<file path="config.mk">
export PLATFORM = sky130hd
export DESIGN_NAME = topk_softmax_router_flat
export DESIGN_NICKNAME = d
export VERILOG_FILES = /design/src/hw/rtl/tsr_pkg.sv /design/src/hw/rtl/tsr_if.sv /design/src/hw/rtl/tsr_div.sv /design/src/hw/rtl/tsr_list.sv /design/src/hw/rtl/topk_softmax_router.sv /design/src/flat_wrapper.sv
export SDC_FILE = /design/constraint.sdc
export NUM_CORES = 2
export LEC_CHECK = 0
export BUFFER_PORTS_ARGS = -buffer_cell sky130_fd_sc_hd__buf_2
export CAP_MARGIN = 30
export CORE_ASPECT_RATIO = 0.9
export CORE_UTILIZATION = 60
export CTS_CLUSTER_DIAMETER = 80
export DETAILED_ROUTE_END_ITERATION = 8
export HOLD_SLACK_MARGIN = 0.1
export PLACE_DENSITY = 0.9
export SYNTH_ARGS = -nofsm -noshare
export SYNTH_HDL_FRONTEND = slang
export SYNTH_SLANG_ARGS = --single-unit
</file>
<file path="constraint.sdc">
create_clock -name clk -period 8.05 [get_ports clk]
set_input_delay 0.4025 -clock clk [delete_from_list [all_inputs] [get_ports clk]]
set_output_delay 0.4025 -clock clk [all_outputs]
set_load 0.03 [all_outputs]
</file>
<file path="src/hw/rtl/tsr_pkg.sv">
package tsr_pkg;

  localparam int NUM_EXPERTS = 256;
  localparam int TOP_K       = 8;

  localparam int PW     = $clog2(NUM_EXPERTS);
  localparam int KW     = $clog2(TOP_K + 1);
  localparam int IW     = (TOP_K > 1) ? $clog2(TOP_K) : 1;
  localparam int SUM_W  = 17 + $clog2(TOP_K);
  localparam int DVD_W  = 33;
  localparam int DCW    = $clog2(DVD_W + 1);
  localparam int FIX_W  = 58;

  localparam logic [15:0]      NEG_ZERO     = 16'h8000;
  localparam logic [15:0]      DIFF_SAT     = 16'd32768;
  localparam logic [32:0]      EXP_ONE      = 33'h1_0000_0000;
  // e^-1 in Q0.32, from the same truncated series with f = 1.0
  localparam logic [32:0]      E_INV        = 33'd1580030169;
  localparam logic [3:0]       SERIES_TERMS = 4'd13;
  localparam logic [7:0]       BIG_EXP      = 8'd167;
  localparam logic [7:0]       POINT_EXP    = 8'd118;

  typedef enum logic [3:0] {
    ST_IDLE,
    ST_CONV,
    ST_DIFF,
    ST_MUL,
    ST_DWAIT,
    ST_POW,
    ST_ACC,
    ST_WGT,
    ST_WWAIT,
    ST_OUT
  } tsr_state_t;

  typedef struct packed {
    logic             start;
    logic [DVD_W-1:0] dividend;
    logic [SUM_W-1:0] divisor;
  } tsr_div_req_t;

  typedef struct packed {
    logic          ins_en;
    logic          clr;
    logic [15:0]   key;
    logic [PW-1:0] idx;
  } tsr_list_cmd_t;

  typedef struct packed {
    logic                    big;
    logic signed [FIX_W-1:0] x;
  } tsr_fix_t;

  function automatic logic [15:0] key_of(input logic [15:0] b);
    return b[15] ? ~b : (b | 16'h8000);
  endfunction

  function automatic logic [15:0] bits_of(input logic [15:0] k);
    return k[15] ? (k & 16'h7fff) : ~k;
  endfunction

  // bfloat16 to Q.16, rounded toward minus infinity, clamped at 2^56
  function automatic tsr_fix_t to_fixed(input logic [15:0] b);
    logic [7:0]  e;
    logic [7:0]  ee;
    logic [7:0]  m;
    logic [6:0]  r;
    logic [56:0] mag;
    logic        lost;
    tsr_fix_t    res;
    e       = b[14:7];
    ee      = (e == 8'd0) ? 8'd1 : e;
    m       = {(e != 8'd0), b[6:0]};
    res.big = 1'b0;
    lost    = 1'b0;
    mag     = '0;
    r       = '0;
    if (e >= BIG_EXP) begin
      res.big = 1'b1;
      mag     = 57'(1) << 56;
    end else if (ee >= POINT_EXP) begin
      mag = 57'(m) << (ee - POINT_EXP);
    end else begin
      r = 7'(POINT_EXP - ee);
      if (r >= 7'd8) begin
        mag  = '0;
        lost = (m != 8'd0);
      end else begin
        mag  = 57'(m >> r[2:0]);
        lost = ((m & ((8'd1 << r[2:0]) - 8'd1)) != 8'd0);
      end
      if (b[15] && lost) mag = mag + 57'd1;
    end
    res.x = b[15] ? -$signed({1'b0, mag}) : $signed({1'b0, mag});
    return res;
  endfunction

endpackage

</file>
<file path="src/hw/rtl/tsr_if.sv">
interface tsr_in_if;
  logic        valid;
  logic        ready;
  logic [15:0] logit_bits;
  modport source (output valid, output logit_bits, input ready);
  modport sink   (input valid, input logit_bits, output ready);
endinterface

interface tsr_out_if;
  logic        valid;
  logic        ready;
  logic [2:0]  rank;
  logic [7:0]  expert_index;
  logic [16:0] weight;
  logic        last;
  modport source (output valid, output rank, output expert_index, output weight,
                  output last, input ready);
  modport sink   (input valid, input rank, input expert_index, input weight,
                  input last, output ready);
endinterface

</file>
<file path="src/hw/rtl/tsr_div.sv">
module tsr_div
  import tsr_pkg::*;
(
  input  logic             clk,
  input  logic             rst_n,
  input  tsr_div_req_t     req,
  output logic             done,
  output logic [DVD_W-1:0] quotient
);

  logic             busy_r, busy_nxt;
  logic             done_r, done_nxt;
  logic [DCW-1:0]   cnt_r, cnt_nxt;
  logic [SUM_W-1:0] rem_r, rem_nxt;
  logic [SUM_W-1:0] dvs_r, dvs_nxt;
  logic [DVD_W-1:0] quo_r, quo_nxt;
  logic [SUM_W:0]   trial;
  logic             fits;

  // restoring divide, one quotient bit a cycle
  always_comb begin
    trial    = {rem_r, quo_r[DVD_W-1]};
    fits     = (trial >= {1'b0, dvs_r});
    busy_nxt = busy_r;
    done_nxt = 1'b0;
    cnt_nxt  = cnt_r;
    rem_nxt  = rem_r;
    dvs_nxt  = dvs_r;
    quo_nxt  = quo_r;
    if (req.start) begin
      busy_nxt = 1'b1;
      cnt_nxt  = DCW'(DVD_W);
      rem_nxt  = '0;
      dvs_nxt  = req.divisor;
      quo_nxt  = req.dividend;
    end else if (busy_r) begin
      rem_nxt = fits ? SUM_W'(trial - {1'b0, dvs_r}) : trial[SUM_W-1:0];
      quo_nxt = {quo_r[DVD_W-2:0], fits};
      cnt_nxt = cnt_r - DCW'(1);
      if (cnt_r == DCW'(1)) begin
        busy_nxt = 1'b0;
        done_nxt = 1'b1;
      end
    end
  end

  always_ff @(posedge clk) begin
    if (!rst_n) begin
      busy_r <= 1'b0;
      done_r <= 1'b0;
      cnt_r  <= '0;
    end else begin
      busy_r <= busy_nxt;
      done_r <= done_nxt;
      cnt_r  <= cnt_nxt;
    end
    rem_r <= rem_nxt;
    dvs_r <= dvs_nxt;
    quo_r <= quo_nxt;
  end

  assign done     = done_r;
  assign quotient = quo_r;

endmodule

</file>
<file path="src/hw/rtl/tsr_list.sv">
module tsr_list
  import tsr_pkg::*;
(
  input  logic          clk,
  input  logic          rst_n,
  input  tsr_list_cmd_t cmd,
  output logic [15:0]   keys [TOP_K],
  output logic [PW-1:0] idxs [TOP_K],
  output logic [KW-1:0] fill
);

  logic [15:0]   keys_r [TOP_K];
  logic [15:0]   keys_nxt [TOP_K];
  logic [PW-1:0] idxs_r [TOP_K];
  logic [PW-1:0] idxs_nxt [TOP_K];
  logic [KW-1:0] fill_r, fill_nxt;
  logic [TOP_K-1:0] keep;

  // entries that stay ahead of the new key form a prefix of the list
  always_comb begin
    for (int i = 0; i < TOP_K; i++) begin
      keep[i] = (KW'(i) < fill_r) && (keys_r[i] >= cmd.key);
    end
    for (int i = 0; i < TOP_K; i++) begin
      keys_nxt[i] = keys_r[i];
      idxs_nxt[i] = idxs_r[i];
      if (cmd.ins_en && !keep[i]) begin
        if (i == 0 || keep[(i == 0) ? 0 : i - 1]) begin
          keys_nxt[i] = cmd.key;
          idxs_nxt[i] = cmd.idx;
        end else begin
          keys_nxt[i] = keys_r[(i == 0) ? 0 : i - 1];
          idxs_nxt[i] = idxs_r[(i == 0) ? 0 : i - 1];
        end
      end
    end
    fill_nxt = fill_r;
    if (cmd.clr) begin
      fill_nxt = '0;
    end else if (cmd.ins_en && fill_r < KW'(TOP_K)) begin
      fill_nxt = fill_r + KW'(1);
    end
  end

  always_ff @(posedge clk) begin
    if (!rst_n) begin
      fill_r <= '0;
    end else begin
      fill_r <= fill_nxt;
    end
    keys_r <= keys_nxt;
    idxs_r <= idxs_nxt;
  end

  assign keys = keys_r;
  assign idxs = idxs_r;
  assign fill = fill_r;

endmodule

</file>
<file path="src/hw/rtl/topk_softmax_router.sv">
// Top-8 softmax router over a run of 256 bfloat16 logits.
// in_ch: one logit per transaction, experts in order. in_ch.ready is high
//   while the block streams a run, one transaction per cycle.
// out_ch: after the last logit of a run, eight results in rank order, each
//   with the expert index, a Q1.16 weight and last on the eighth.
// Tail: the work after the last logit is serial through one shared
//   restoring divider. Each selected entry takes conversion and difference,
//   13 series terms, loading and leaving the power loop plus one multiply
//   per whole unit of the difference (0..32), and an accumulate step. Each
//   weight then takes one divide plus the output transaction. During the
//   whole tail in_ch.ready is low.
// Stall: a result holds on out_ch until taken; the tail waits meanwhile.
// Reset: synchronous, clears the list fill and the expert position; the
//   block comes out of reset ready for the first logit of a run.
module topk_softmax_router
  import tsr_pkg::*;
(
  input  logic   clk,
  input  logic   rst_n,
  tsr_in_if.sink    in_ch,
  tsr_out_if.source out_ch
);

  tsr_state_t state_r, state_nxt;

  logic [PW-1:0]           pos_r, pos_nxt;
  logic [KW-1:0]           i_r, i_nxt;
  logic [IW-1:0]           iv;
  logic [3:0]              k_r, k_nxt;
  logic [5:0]              n_r, n_nxt;
  logic [9:0]              f_r, f_nxt;
  logic [32:0]             term_r, term_nxt;
  logic signed [34:0]      acc_r, acc_nxt;
  logic [32:0]             r_r, r_nxt;
  logic signed [FIX_W-1:0] x0_r, x0_nxt, xi_r, xi_nxt;
  logic                    big0_r, big0_nxt, bigi_r, bigi_nxt;
  logic [16:0]             terms_r [TOP_K];
  logic [16:0]             term_wr;
  logic                    term_we;
  logic [SUM_W-1:0]        sum_r, sum_nxt;
  logic [2:0]              rank_r, rank_nxt;
  logic [7:0]              eidx_r, eidx_nxt;
  logic [16:0]             wgt_r, wgt_nxt;
  logic                    last_r, last_nxt;

  logic [15:0]   keys [TOP_K];
  logic [PW-1:0] idxs [TOP_K];
  logic [KW-1:0] fill;
  tsr_list_cmd_t list_cmd;
  tsr_div_req_t  div_req;
  logic          div_done;
  logic [DVD_W-1:0] div_q;

  logic [15:0]      in_bits;
  logic             in_txn;
  logic             last_entry;
  tsr_fix_t         fx;
  logic [FIX_W-1:0] nd;
  logic [58:0]      qd;
  logic [42:0]      sprod;
  logic [63:0]      pprod;
  logic [33:0]      rnd;

  tsr_list u_list (
    .clk  (clk),
    .rst_n(rst_n),
    .cmd  (list_cmd),
    .keys (keys),
    .idxs (idxs),
    .fill (fill)
  );

  tsr_div u_div (
    .clk     (clk),
    .rst_n   (rst_n),
    .req     (div_req),
    .done    (div_done),
    .quotient(div_q)
  );

  assign iv         = i_r[IW-1:0];
  assign in_txn     = in_ch.valid && in_ch.ready;
  assign in_bits    = (in_ch.logit_bits == NEG_ZERO) ? 16'h0000 : in_ch.logit_bits;
  assign last_entry = (KW'(i_r + KW'(1)) == fill);

  assign in_ch.ready         = (state_r == ST_IDLE);
  assign out_ch.valid        = (state_r == ST_OUT);
  assign out_ch.rank         = rank_r;
  assign out_ch.expert_index = eidx_r;
  assign out_ch.weight       = wgt_r;
  assign out_ch.last         = last_r;

  always_comb begin
    fx    = to_fixed(bits_of(keys[iv]));
    nd    = FIX_W'(x0_r - xi_r);
    qd    = ({1'b0, nd} + 59'd63) >> 6;
    sprod = 43'(term_r) * 43'(f_r);
    pprod = 64'(r_r) * 64'(E_INV);
    rnd   = {1'b0, r_r} + 34'd32768;

    state_nxt = state_r;
    pos_nxt   = pos_r;
    i_nxt     = i_r;
    k_nxt     = k_r;
    n_nxt     = n_r;
    f_nxt     = f_r;
    term_nxt  = term_r;
    acc_nxt   = acc_r;
    r_nxt     = r_r;
    x0_nxt    = x0_r;
    xi_nxt    = xi_r;
    big0_nxt  = big0_r;
    bigi_nxt  = bigi_r;
    sum_nxt   = sum_r;
    rank_nxt  = rank_r;
    eidx_nxt  = eidx_r;
    wgt_nxt   = wgt_r;
    last_nxt  = last_r;
    term_wr   = rnd[32:16];
    term_we   = 1'b0;

    list_cmd.ins_en = in_txn;
    list_cmd.clr    = 1'b0;
    list_cmd.key    = key_of(in_bits);
    list_cmd.idx    = pos_r;

    div_req.start    = 1'b0;
    div_req.dividend = sprod[42:10];
    div_req.divisor  = SUM_W'(k_r);

    unique case (state_r)
      ST_IDLE: begin
        if (in_txn) begin
          if (pos_r == PW'(NUM_EXPERTS - 1)) begin
            pos_nxt   = '0;
            i_nxt     = '0;
            sum_nxt   = '0;
            state_nxt = ST_CONV;
          end else begin
            pos_nxt = pos_r + PW'(1);
          end
        end
      end
      ST_CONV: begin
        xi_nxt   = fx.x;
        bigi_nxt = fx.big;
        if (i_r == '0) begin
          x0_nxt   = fx.x;
          big0_nxt = fx.big;
        end
        state_nxt = ST_DIFF;
      end
      ST_DIFF: begin
        // difference to the top entry in Q6.10, rounded toward plus infinity
        if (big0_r && bigi_r && keys[0] != keys[iv]) begin
          f_nxt = DIFF_SAT[9:0];
          n_nxt = DIFF_SAT[15:10];
        end else if (qd > 59'(DIFF_SAT)) begin
          f_nxt = DIFF_SAT[9:0];
          n_nxt = DIFF_SAT[15:10];
        end else begin
          f_nxt = qd[9:0];
          n_nxt = qd[15:10];
        end
        term_nxt  = EXP_ONE;
        acc_nxt   = 35'(EXP_ONE);
        k_nxt     = 4'd1;
        state_nxt = ST_MUL;
      end
      ST_MUL: begin
        div_req.start = 1'b1;
        state_nxt     = ST_DWAIT;
      end
      ST_DWAIT: begin
        if (div_done) begin
          term_nxt = div_q;
          acc_nxt  = k_r[0] ? acc_r - $signed({2'b00, div_q})
                            : acc_r + $signed({2'b00, div_q});
          if (k_r == SERIES_TERMS) begin
            state_nxt = ST_POW;
          end else begin
            k_nxt     = k_r + 4'd1;
            state_nxt = ST_MUL;
          end
        end
      end
      ST_POW: begin
        if (n_r == 6'd0) begin
          state_nxt = ST_ACC;
        end
        if (n_r != 6'd0) begin
          r_nxt = {1'b0, pprod[63:32]};
          n_nxt = n_r - 6'd1;
        end
        // first pass through loads the series result
        if (k_r == SERIES_TERMS) begin
          k_nxt = '0;
          r_nxt = acc_r[32:0];
          n_nxt = n_r;
          state_nxt = ST_POW;
        end
      end
      ST_ACC: begin
        term_we = 1'b1;
        sum_nxt = sum_r + SUM_W'(rnd[32:16]);
        if (last_entry) begin
          i_nxt     = '0;
          state_nxt = ST_WGT;
        end else begin
          i_nxt     = i_r + KW'(1);
          state_nxt = ST_CONV;
        end
      end
      ST_WGT: begin
        div_req.start    = 1'b1;
        div_req.dividend = {terms_r[iv], 16'h0000} + DVD_W'(sum_r >> 1);
        div_req.divisor  = sum_r;
        state_nxt        = ST_WWAIT;
      end
      ST_WWAIT: begin
        if (div_done) begin
          rank_nxt  = 3'(i_r);
          eidx_nxt  = 8'(idxs[iv]);
          wgt_nxt   = div_q[16:0];
          last_nxt  = last_entry;
          state_nxt = ST_OUT;
        end
      end
      ST_OUT: begin
        if (out_ch.ready) begin
          if (last_entry) begin
            list_cmd.clr = 1'b1;
            i_nxt        = '0;
            state_nxt    = ST_IDLE;
          end else begin
            i_nxt     = i_r + KW'(1);
            state_nxt = ST_WGT;
          end
        end
      end
      default: state_nxt = ST_IDLE;
    endcase
  end

  always_ff @(posedge clk) begin
    if (!rst_n) begin
      state_r <= ST_IDLE;
      pos_r   <= '0;
      i_r     <= '0;
      k_r     <= '0;
      n_r     <= '0;
    end else begin
      state_r <= state_nxt;
      pos_r   <= pos_nxt;
      i_r     <= i_nxt;
      k_r     <= k_nxt;
      n_r     <= n_nxt;
    end
    f_r    <= f_nxt;
    term_r <= term_nxt;
    acc_r  <= acc_nxt;
    r_r    <= r_nxt;
    x0_r   <= x0_nxt;
    xi_r   <= xi_nxt;
    big0_r <= big0_nxt;
    bigi_r <= bigi_nxt;
    sum_r  <= sum_nxt;
    rank_r <= rank_nxt;
    eidx_r <= eidx_nxt;
    wgt_r  <= wgt_nxt;
    last_r <= last_nxt;
    if (term_we) terms_r[iv] <= term_wr;
  end

endmodule

</file>
<file path="src/flat_wrapper.sv">
// flat-port wrapper written by rule: the top's interface ports become plain ports
module topk_softmax_router_flat import tsr_pkg::*;
  (clk, rst_n, in_ch_valid, in_ch_logit_bits, in_ch_ready, out_ch_valid, out_ch_rank, out_ch_expert_index, out_ch_weight, out_ch_last, out_ch_ready);
  tsr_in_if in_ch_i ();
  tsr_out_if out_ch_i ();
  input  logic clk;
  input  logic rst_n;
  input wire logic [$bits(in_ch_i.valid)-1:0] in_ch_valid;
  input wire logic [$bits(in_ch_i.logit_bits)-1:0] in_ch_logit_bits;
  output wire logic [$bits(in_ch_i.ready)-1:0] in_ch_ready;
  output wire logic [$bits(out_ch_i.valid)-1:0] out_ch_valid;
  output wire logic [$bits(out_ch_i.rank)-1:0] out_ch_rank;
  output wire logic [$bits(out_ch_i.expert_index)-1:0] out_ch_expert_index;
  output wire logic [$bits(out_ch_i.weight)-1:0] out_ch_weight;
  output wire logic [$bits(out_ch_i.last)-1:0] out_ch_last;
  input wire logic [$bits(out_ch_i.ready)-1:0] out_ch_ready;
  assign in_ch_i.valid = in_ch_valid;
  assign in_ch_i.logit_bits = in_ch_logit_bits;
  assign in_ch_ready = in_ch_i.ready;
  assign out_ch_valid = out_ch_i.valid;
  assign out_ch_rank = out_ch_i.rank;
  assign out_ch_expert_index = out_ch_i.expert_index;
  assign out_ch_weight = out_ch_i.weight;
  assign out_ch_last = out_ch_i.last;
  assign out_ch_i.ready = out_ch_ready;
  topk_softmax_router u_core (.clk(clk), .rst_n(rst_n), .in_ch(in_ch_i), .out_ch(out_ch_i));
endmodule
</file>
# After elaboration in Yosys (flattened, before gate mapping)
# Memory sizes are Yosys's and may differ from the RTL's. A register that Yosys moved wholly into a read port is not among the register bits.
# Index checks and enable logic that the tools add are counted.
# Widths: inputs -> output; s select.
dict set report classes {
  shifts 3
  magnitude_cmp 23
  n_mux 90
  addsub 19
  eq_ne 25
  bitwise_logic 6
  n_reduce_logical 59
  multipliers 2
}
# op count
set op_table {}
lappend op_table {{$mux 57} 6}
lappend op_table {{$mux 16} 12}
lappend op_table {{$mux 33} 5}
lappend op_table {{$ge 16x16->1} 8}
lappend op_table {{$mux 8} 11}
lappend op_table {{$mux 35} 2}
lappend op_table {{$pmux 35 s2} 1}
lappend op_table {{$pmux 33 s2} 1}
lappend op_table {{$mul 33x31->64 const B} 1}
lappend op_table {{$mux 20} 3}
lappend op_table {{$add 58x6->59 const B} 1}
lappend op_table {{$mux 58} 1}
lappend op_table {{$neg 57->58} 1}
lappend op_table {{$sub 58x58->58} 1}
lappend op_table {{$add 57x1->57 const B} 1}
lappend op_table {{$shl 8x8->57} 1}
lappend op_table {{$shr 8x3->57} 1}
lappend op_table {{$mux 4} 14}
lappend op_table {{$gt 53x16->1 const B} 1}
lappend op_table {{$mux 53} 1}
lappend op_table {{$bmux 16 s3} 1}
lappend op_table {{$mul 33x10->43} 1}
lappend op_table {{$pmux 20 s2} 1}
lappend op_table {{$pmux 4 s10} 1}
lappend op_table {{other kinds (59)} 150}
dict set report word_totals {
  mem_bits_rw 136
  ff_bits 581
  out_inout_bits 31
  inputBits 20
  memories 1
  elab_cells 271
}
# memory depth word_bits rd rd_ports_with_merged_regs wr line_no
set memory_table {}
lappend memory_table {u_core.terms_r 8 17 1 1 1 topk_softmax_router.sv:37} ;# logic [16:0] terms_r [TOP_K];

# Depth between registers and ports, before layout
dict set report logic_depth {
  word_depth 22
  depth_mapped 30
  ltp_nobuf 30
}

# Cells and area by module
# A second synthesis with hierarchy kept.
dict set report hier_totals {
  hier_cells 7199
  hier_area_um2 74057.3
}
# module seq_area_each_um2 cells_each area_per_inst_um2 n_inst
set modules_own_cells {}
lappend modules_own_cells {topk_softmax_router 12952.4 5925 58536.1 1}
lappend modules_own_cells {tsr_list 5845.6 885 11252.0 1}
lappend modules_own_cells {tsr_div 2152.1 389 4269.1 1}

# Worst setup path before layout
# No wires, ideal clock.
dict set report synth_path {
  path_type {register to register}
  from {register u_core.r_r[14]}
  to {register u_core.r_r[31], data pin}
  n_path_buf 0
  stages_incl_launch_ff 28
  setup_time_ps 269
  required_ps 7781
  synth_period_minus_slack_ps 8144
  setup_slack_ps -94
  arrival_ps 7875
  path_cell_list {edfxtp_1 ha_1 ha_1 inv_1 fa_1 fa_1 inv_1 fa_1 fa_1 fa_1 inv_1 fa_1 inv_1 ha_1 or4_1 a221oi_1 o211ai_1 a31o_2 a311oi_1 a211oi_1 a211o_1 a41o_1 a41o_1 a41oi_1 o2111ai_1 a21oi_1 xnor2_1 o21ai_0}
}
dict set report synth_via {
  elab_chain_len 3
}
# element line_no
set synth_rtl {}
lappend synth_rtl {{start, declared} topk_softmax_router.sv:34} ;# logic [32:0] r_r, r_nxt;
lappend synth_rtl {{start signal, assigned} topk_softmax_router.sv:262} ;# r_r <= r_nxt;
lappend synth_rtl {{$mul 33x31->64} topk_softmax_router.sv:98} ;# pprod = 64'(r_r) * 64'(E_INV);
lappend synth_rtl {{$mux 33} topk_softmax_router.sv:191} ;# if (n_r != 6'd0) begin
lappend synth_rtl {{$mux 33} topk_softmax_router.sv:196} ;# if (k_r == SERIES_TERMS) begin
# Every way passes these cells. The select of a mux whose other input is x is not followed.
# A chain may end at the register's enable or synchronous reset.

# Final worst setup path
dict set report layout_path {
  from {register u_core.r_r[8]}
  to {register u_core.r_r[29], data pin}
}
# The elaborated chain is that of the path after synthesis.

==> impl.org <==
** Outcome
- Run status :: complete, but fails checks
- Violations in the final reports :: setup timing

** Clocking
- The number of clock buffers added by TritonCTS is 78.
- Register clock-pin slew on the reported worst setup and hold paths :: 0.07 ns
- The clock passes through at most 3 buffers.
- TritonCTS built the clock tree.
- The clock tree synthesis step divided the H-tree into 3 levels.
- Hold repair after CTS inserted 0 buffers.
- Clock Sink Count :: 718
- The later pin in the worst-skew pair is clocked with a latency of 0.73 ns.
- The root buffer cell chosen for the clock tree is clkbuf_16.

** Pwr
- Reported net switching power :: 5.24 mW
- Relative contribution of combinational cells to total power :: 0.378
- Switching share of power :: 0.379
- VDD sags by at most 0.206 mV.
- Power per Cell Area :: 172 nW/um^2
- Share of power burned in the clock network :: 0.273
- Reg power frac :: 0.349
- The analysis attributes to cell leakage a power of 36.1 nW.
- Internal power :: 8.60 mW

** Detailed routing
- Via count :: 59.2k
- Dividing the detail-routed wire length by the instance count gives 24.4 um.
- Total detailed-routing wirelength :: 221000 um
- Detail-routed via count per cell :: 6.54
- DRC :: 0
- The first detailed-routing pass took 9 iterations.
- Number of routed nets with antenna violations :: 0
- The first routing iteration left 7969 violations.

** Placement
- IO Port Bufs :: 50
- Setup slack after placement :: -0.639 ns
- Detailed placement finished with a half-perimeter wire length of 160000 um.
- Summing all placed instances gives a cell area of 77100 um^2.
- Routability cong. :: 1.03
- Including well taps, the total number of placed cells is 8870.

** Worst setup path
- Data arrives at the worst endpoint at 8.70 ns.
- On the critical path, the stage with the largest delay is an instance of fa_1.
- Crit Path Category :: reg2reg
- Highest cell delay on the worst timing path :: 0.52 ns
- Largest fanout on the critical path :: 4
- Most common cell on crit path :: fa_1
- Worst setup path start :: u_core.r_r[8]
- Data on the critical path is required at its endpoint by 8.47 ns.
- R2R Path Start :: u_core.r_r[8]
- STA classifies the critical path startpoint as a register.
- STA classifies the critical path endpoint as a register.

** Job
- Max-cap violations in this run came to 0.

** STA
- For the finished layout, the period the worst path requires is 8.28 ns.
- On the final layout, the worst clock skew is 0.0538 ns.
- The worst pin sits at a relative slew slack of 0.218.
- The number of max-slew violations in the final report is 0.
- Number of hold violations in the final report :: 0
- Unrepaired setup endpoints after global routing :: yes
- After layout, the worst setup slack is -0.227 ns.
- Number of setup violations in the final report :: 7
- Maximum achievable frequency :: 121 MHz
- At the pin with the least slew margin, the transition time is 1.16 ns.
- Post-route fraction of the period consumed by the critical path :: 1.03
- Setup Total Neg Slack :: -1.07 ns

** Logic synthesis
- Synthesis inferred 718 register bits.
- Count leader, synth :: inv_1
- Ranking of synthesized cells by area :: edfxtp_1 27%, fa_1 19%, ha_1 13%, inv_1 5.4%, nand2_1 2.9%
- Number of warning messages in the yosys log :: 0
- For this run, the leading register cell type out of synthesis is edfxtp_1.
- Synth area leader :: edfxtp_1
- Averaged over all synthesized cells, the footprint is 10.2 um^2.
- Asr flop ratio synth :: 0
- Area fraction of the dominant cell type after synthesis :: 0.268
- Sequential cell area fraction in the yosys report :: 0.285
- Top post-synthesis cells by count :: 1050 x inv_1, 754 x ha_1, 684 x fa_1
- Number of instances in the synthesized netlist :: 7192
- Net count after synthesis :: 8650
- Post-synth cell types :: 111
- Cell Area, Synth :: 73500 um^2
- EDFF count, synth :: 657

** Finish
- Net count reported at finish :: 8849
- Once layout is done, the placed cells without fillers occupy 80600 um^2.
- In the final layout, flip-flops and latches occupy 21000 um^2.
- Excluding fillers, the count of instances in the completed layout stands at 9056.
- The multi-input combinational cells in the finished layout cover a total of 48100 um^2.
- Fill cells :: 8269
- The area growth from synthesis to layout is 9.62%.
- Final core utilization :: 0.665
- Of the cells placed in the final design, the portion with a size suffix greater than 1 is 0.124.

** GRT
- Total global routing track utilization :: 0.354
- Entering global routing, the biggest net connects 77 pins.
- Initial antenna violation count :: 9
- Wire length of the first global-routing pass :: 340000 um
- Gr ovfl total :: 0
- Vias in the first global route :: 60.8k

** Floorplan
- The initial utilization of the core area, before any placement, comes to 0.606.
- # rows :: 121
- Floorplan die area :: 124000 um^2
- The floorplan step set the die width to 371 um.
- Die outline height :: 334 um
- Placeable core region :: 121000 um^2
- # IOs :: 51

** Min path
- Min-Delay Startpoint :: in_ch_logit_bits[12]
- Hold Path Class :: in2reg
cell families (layout without fill, tap and decap cells):
kind of cell / count (synthesis) / count (layout) / share of synthesized area
mux: 316 / 316 / 0.0573
buf+inv: 1321 / 1585 / 0.0684
other cells: 0 / 1 / 0
flops: 718 / 718 / 0.285
fa+ha+maj: 1439 / 1439 / 0.315
xor+xnor: 329 / 329 / 0.0392
compound gates: 1220 / 1220 / 0.112
simple gates: 1849 / 1849 / 0.124
power by group through the flow:
stage | combinational (mW) | sequential (mW) | clock [mW]
5_1_grt | 5.64 | 4.85 | 3.87
4_1_cts | 5.07 | 4.81 | 3.75
6_report | 5.24 | 4.83 | 3.77
2_1_floorplan | 3.71 | 4.79 | 0
3_5_place_dp | 5.01 | 4.88 | 0
3_3_place_gp | 4.82 | 4.86 | 0
worst max-delay path, delay by kind of cell (launching register included):
| family | cells | cell delay (ns) |
|---|---|---|
| DFF | 1 | 0.51 |
| buffers and inverters | 10 | 0.86 |
| xor gates and xnor gates | 1 | 0.18 |
| AOI/OAI and AO/OA | 12 | 2.54 |
| adders and majority gates | 8 | 3.43 |
| and+or+nand+nor | 1 | 0.47 |
per-layer routing:
metal / vias up / part of all wire / track usage
met4: 8 / 0.069 / 0.204
met1: 28512 / 0.35 / 0.440
li1: 25274 / - / -
met3: 1056 / 0.12 / 0.0852
met2: 4332 / 0.46 / 0.563
met5: - / 0.00038 / 0.00314
what timing repair did:
| action | in CTS | in global routing |
|---|---|---|
| gates cloned | 0 | 0 |
| resized for setup | 58 | 54 |
| buffers inserted | 26 | 11 |
| endpoints found under the setup margin | 13 | 27 |
| pin swaps | 65 | 23 |
registers in the layout, summed over array words and instances, names as in the netlist, 6 cells and up, named ones only:
signal	count
u_core.terms_r	136
u_core.u_list.keys	128
u_core.u_list.idxs	64
u_core.x0_r	58
u_core.xi_r	58
u_core.acc_r	33
u_core.r_r	33
u_core.term_r	33
u_core.u_div.quotient	33
u_core.sum_r	20
u_core.u_div.dvs_r	20
u_core.u_div.rem_r	20
u_core.out_ch.weight	17
u_core.f_r	10
u_core.out_ch.expert_index	8
u_core.pos_r	8
u_core.n_r	6
u_core.u_div.cnt_r	6
through the flow:
| step | hold WS, ns | total power, mW |
|---|---|---|
| after global placement | 0.477 | 9.67 |
| final | 0.210 | 13.8 |
| after CTS | 0.175 | 13.6 |
| after detailed placement | 0.497 | 9.89 |
| after floorplan | 0.406 | 8.50 |
| after global routing | 0.233 | 14.4 |
placed cells by master (no fill, tap or decap), types with 68 or more instances in the layout:
master and n:
a21o_1 154, a21oi_1 244, and2_1 203, buf_4 307, clkbuf_16 80, edfxtp_1 657, fa_1 676, ha_1 742
inv_1 1041, mux2_2 178, mux2i_1 68, nand2_1 562, nand3_1 99, nor2_1 417, nor3_1 114, o21ai_0 239
xnor2_1 222, xor2_1 104
cell type report:
type | instances | area share
tap | 1599 | 0.0248
clock buffer | 95 | 0.0258
antenna | 1 | 0.0000311
inverter | 1056 | 0.0492
sequential | 718 | 0.260
timing repair buffer | 384 | 0.0361
clock inverter | 50 | 0.00697
multi-input combinational | 5153 | 0.597
worst paths after layout:
check	end	slack, ns	depth (start not counted)
min	u_core.u_list.keys[124]	0.21	3
min reg2reg	u_core.u_div.rem_r[5]	0.51	2
max reg2reg	u_core.r_r[29]	-0.23	32
max	u_core.r_r[29]	-0.23	32
No activity file was read; power rests on OpenSTA's default activity.
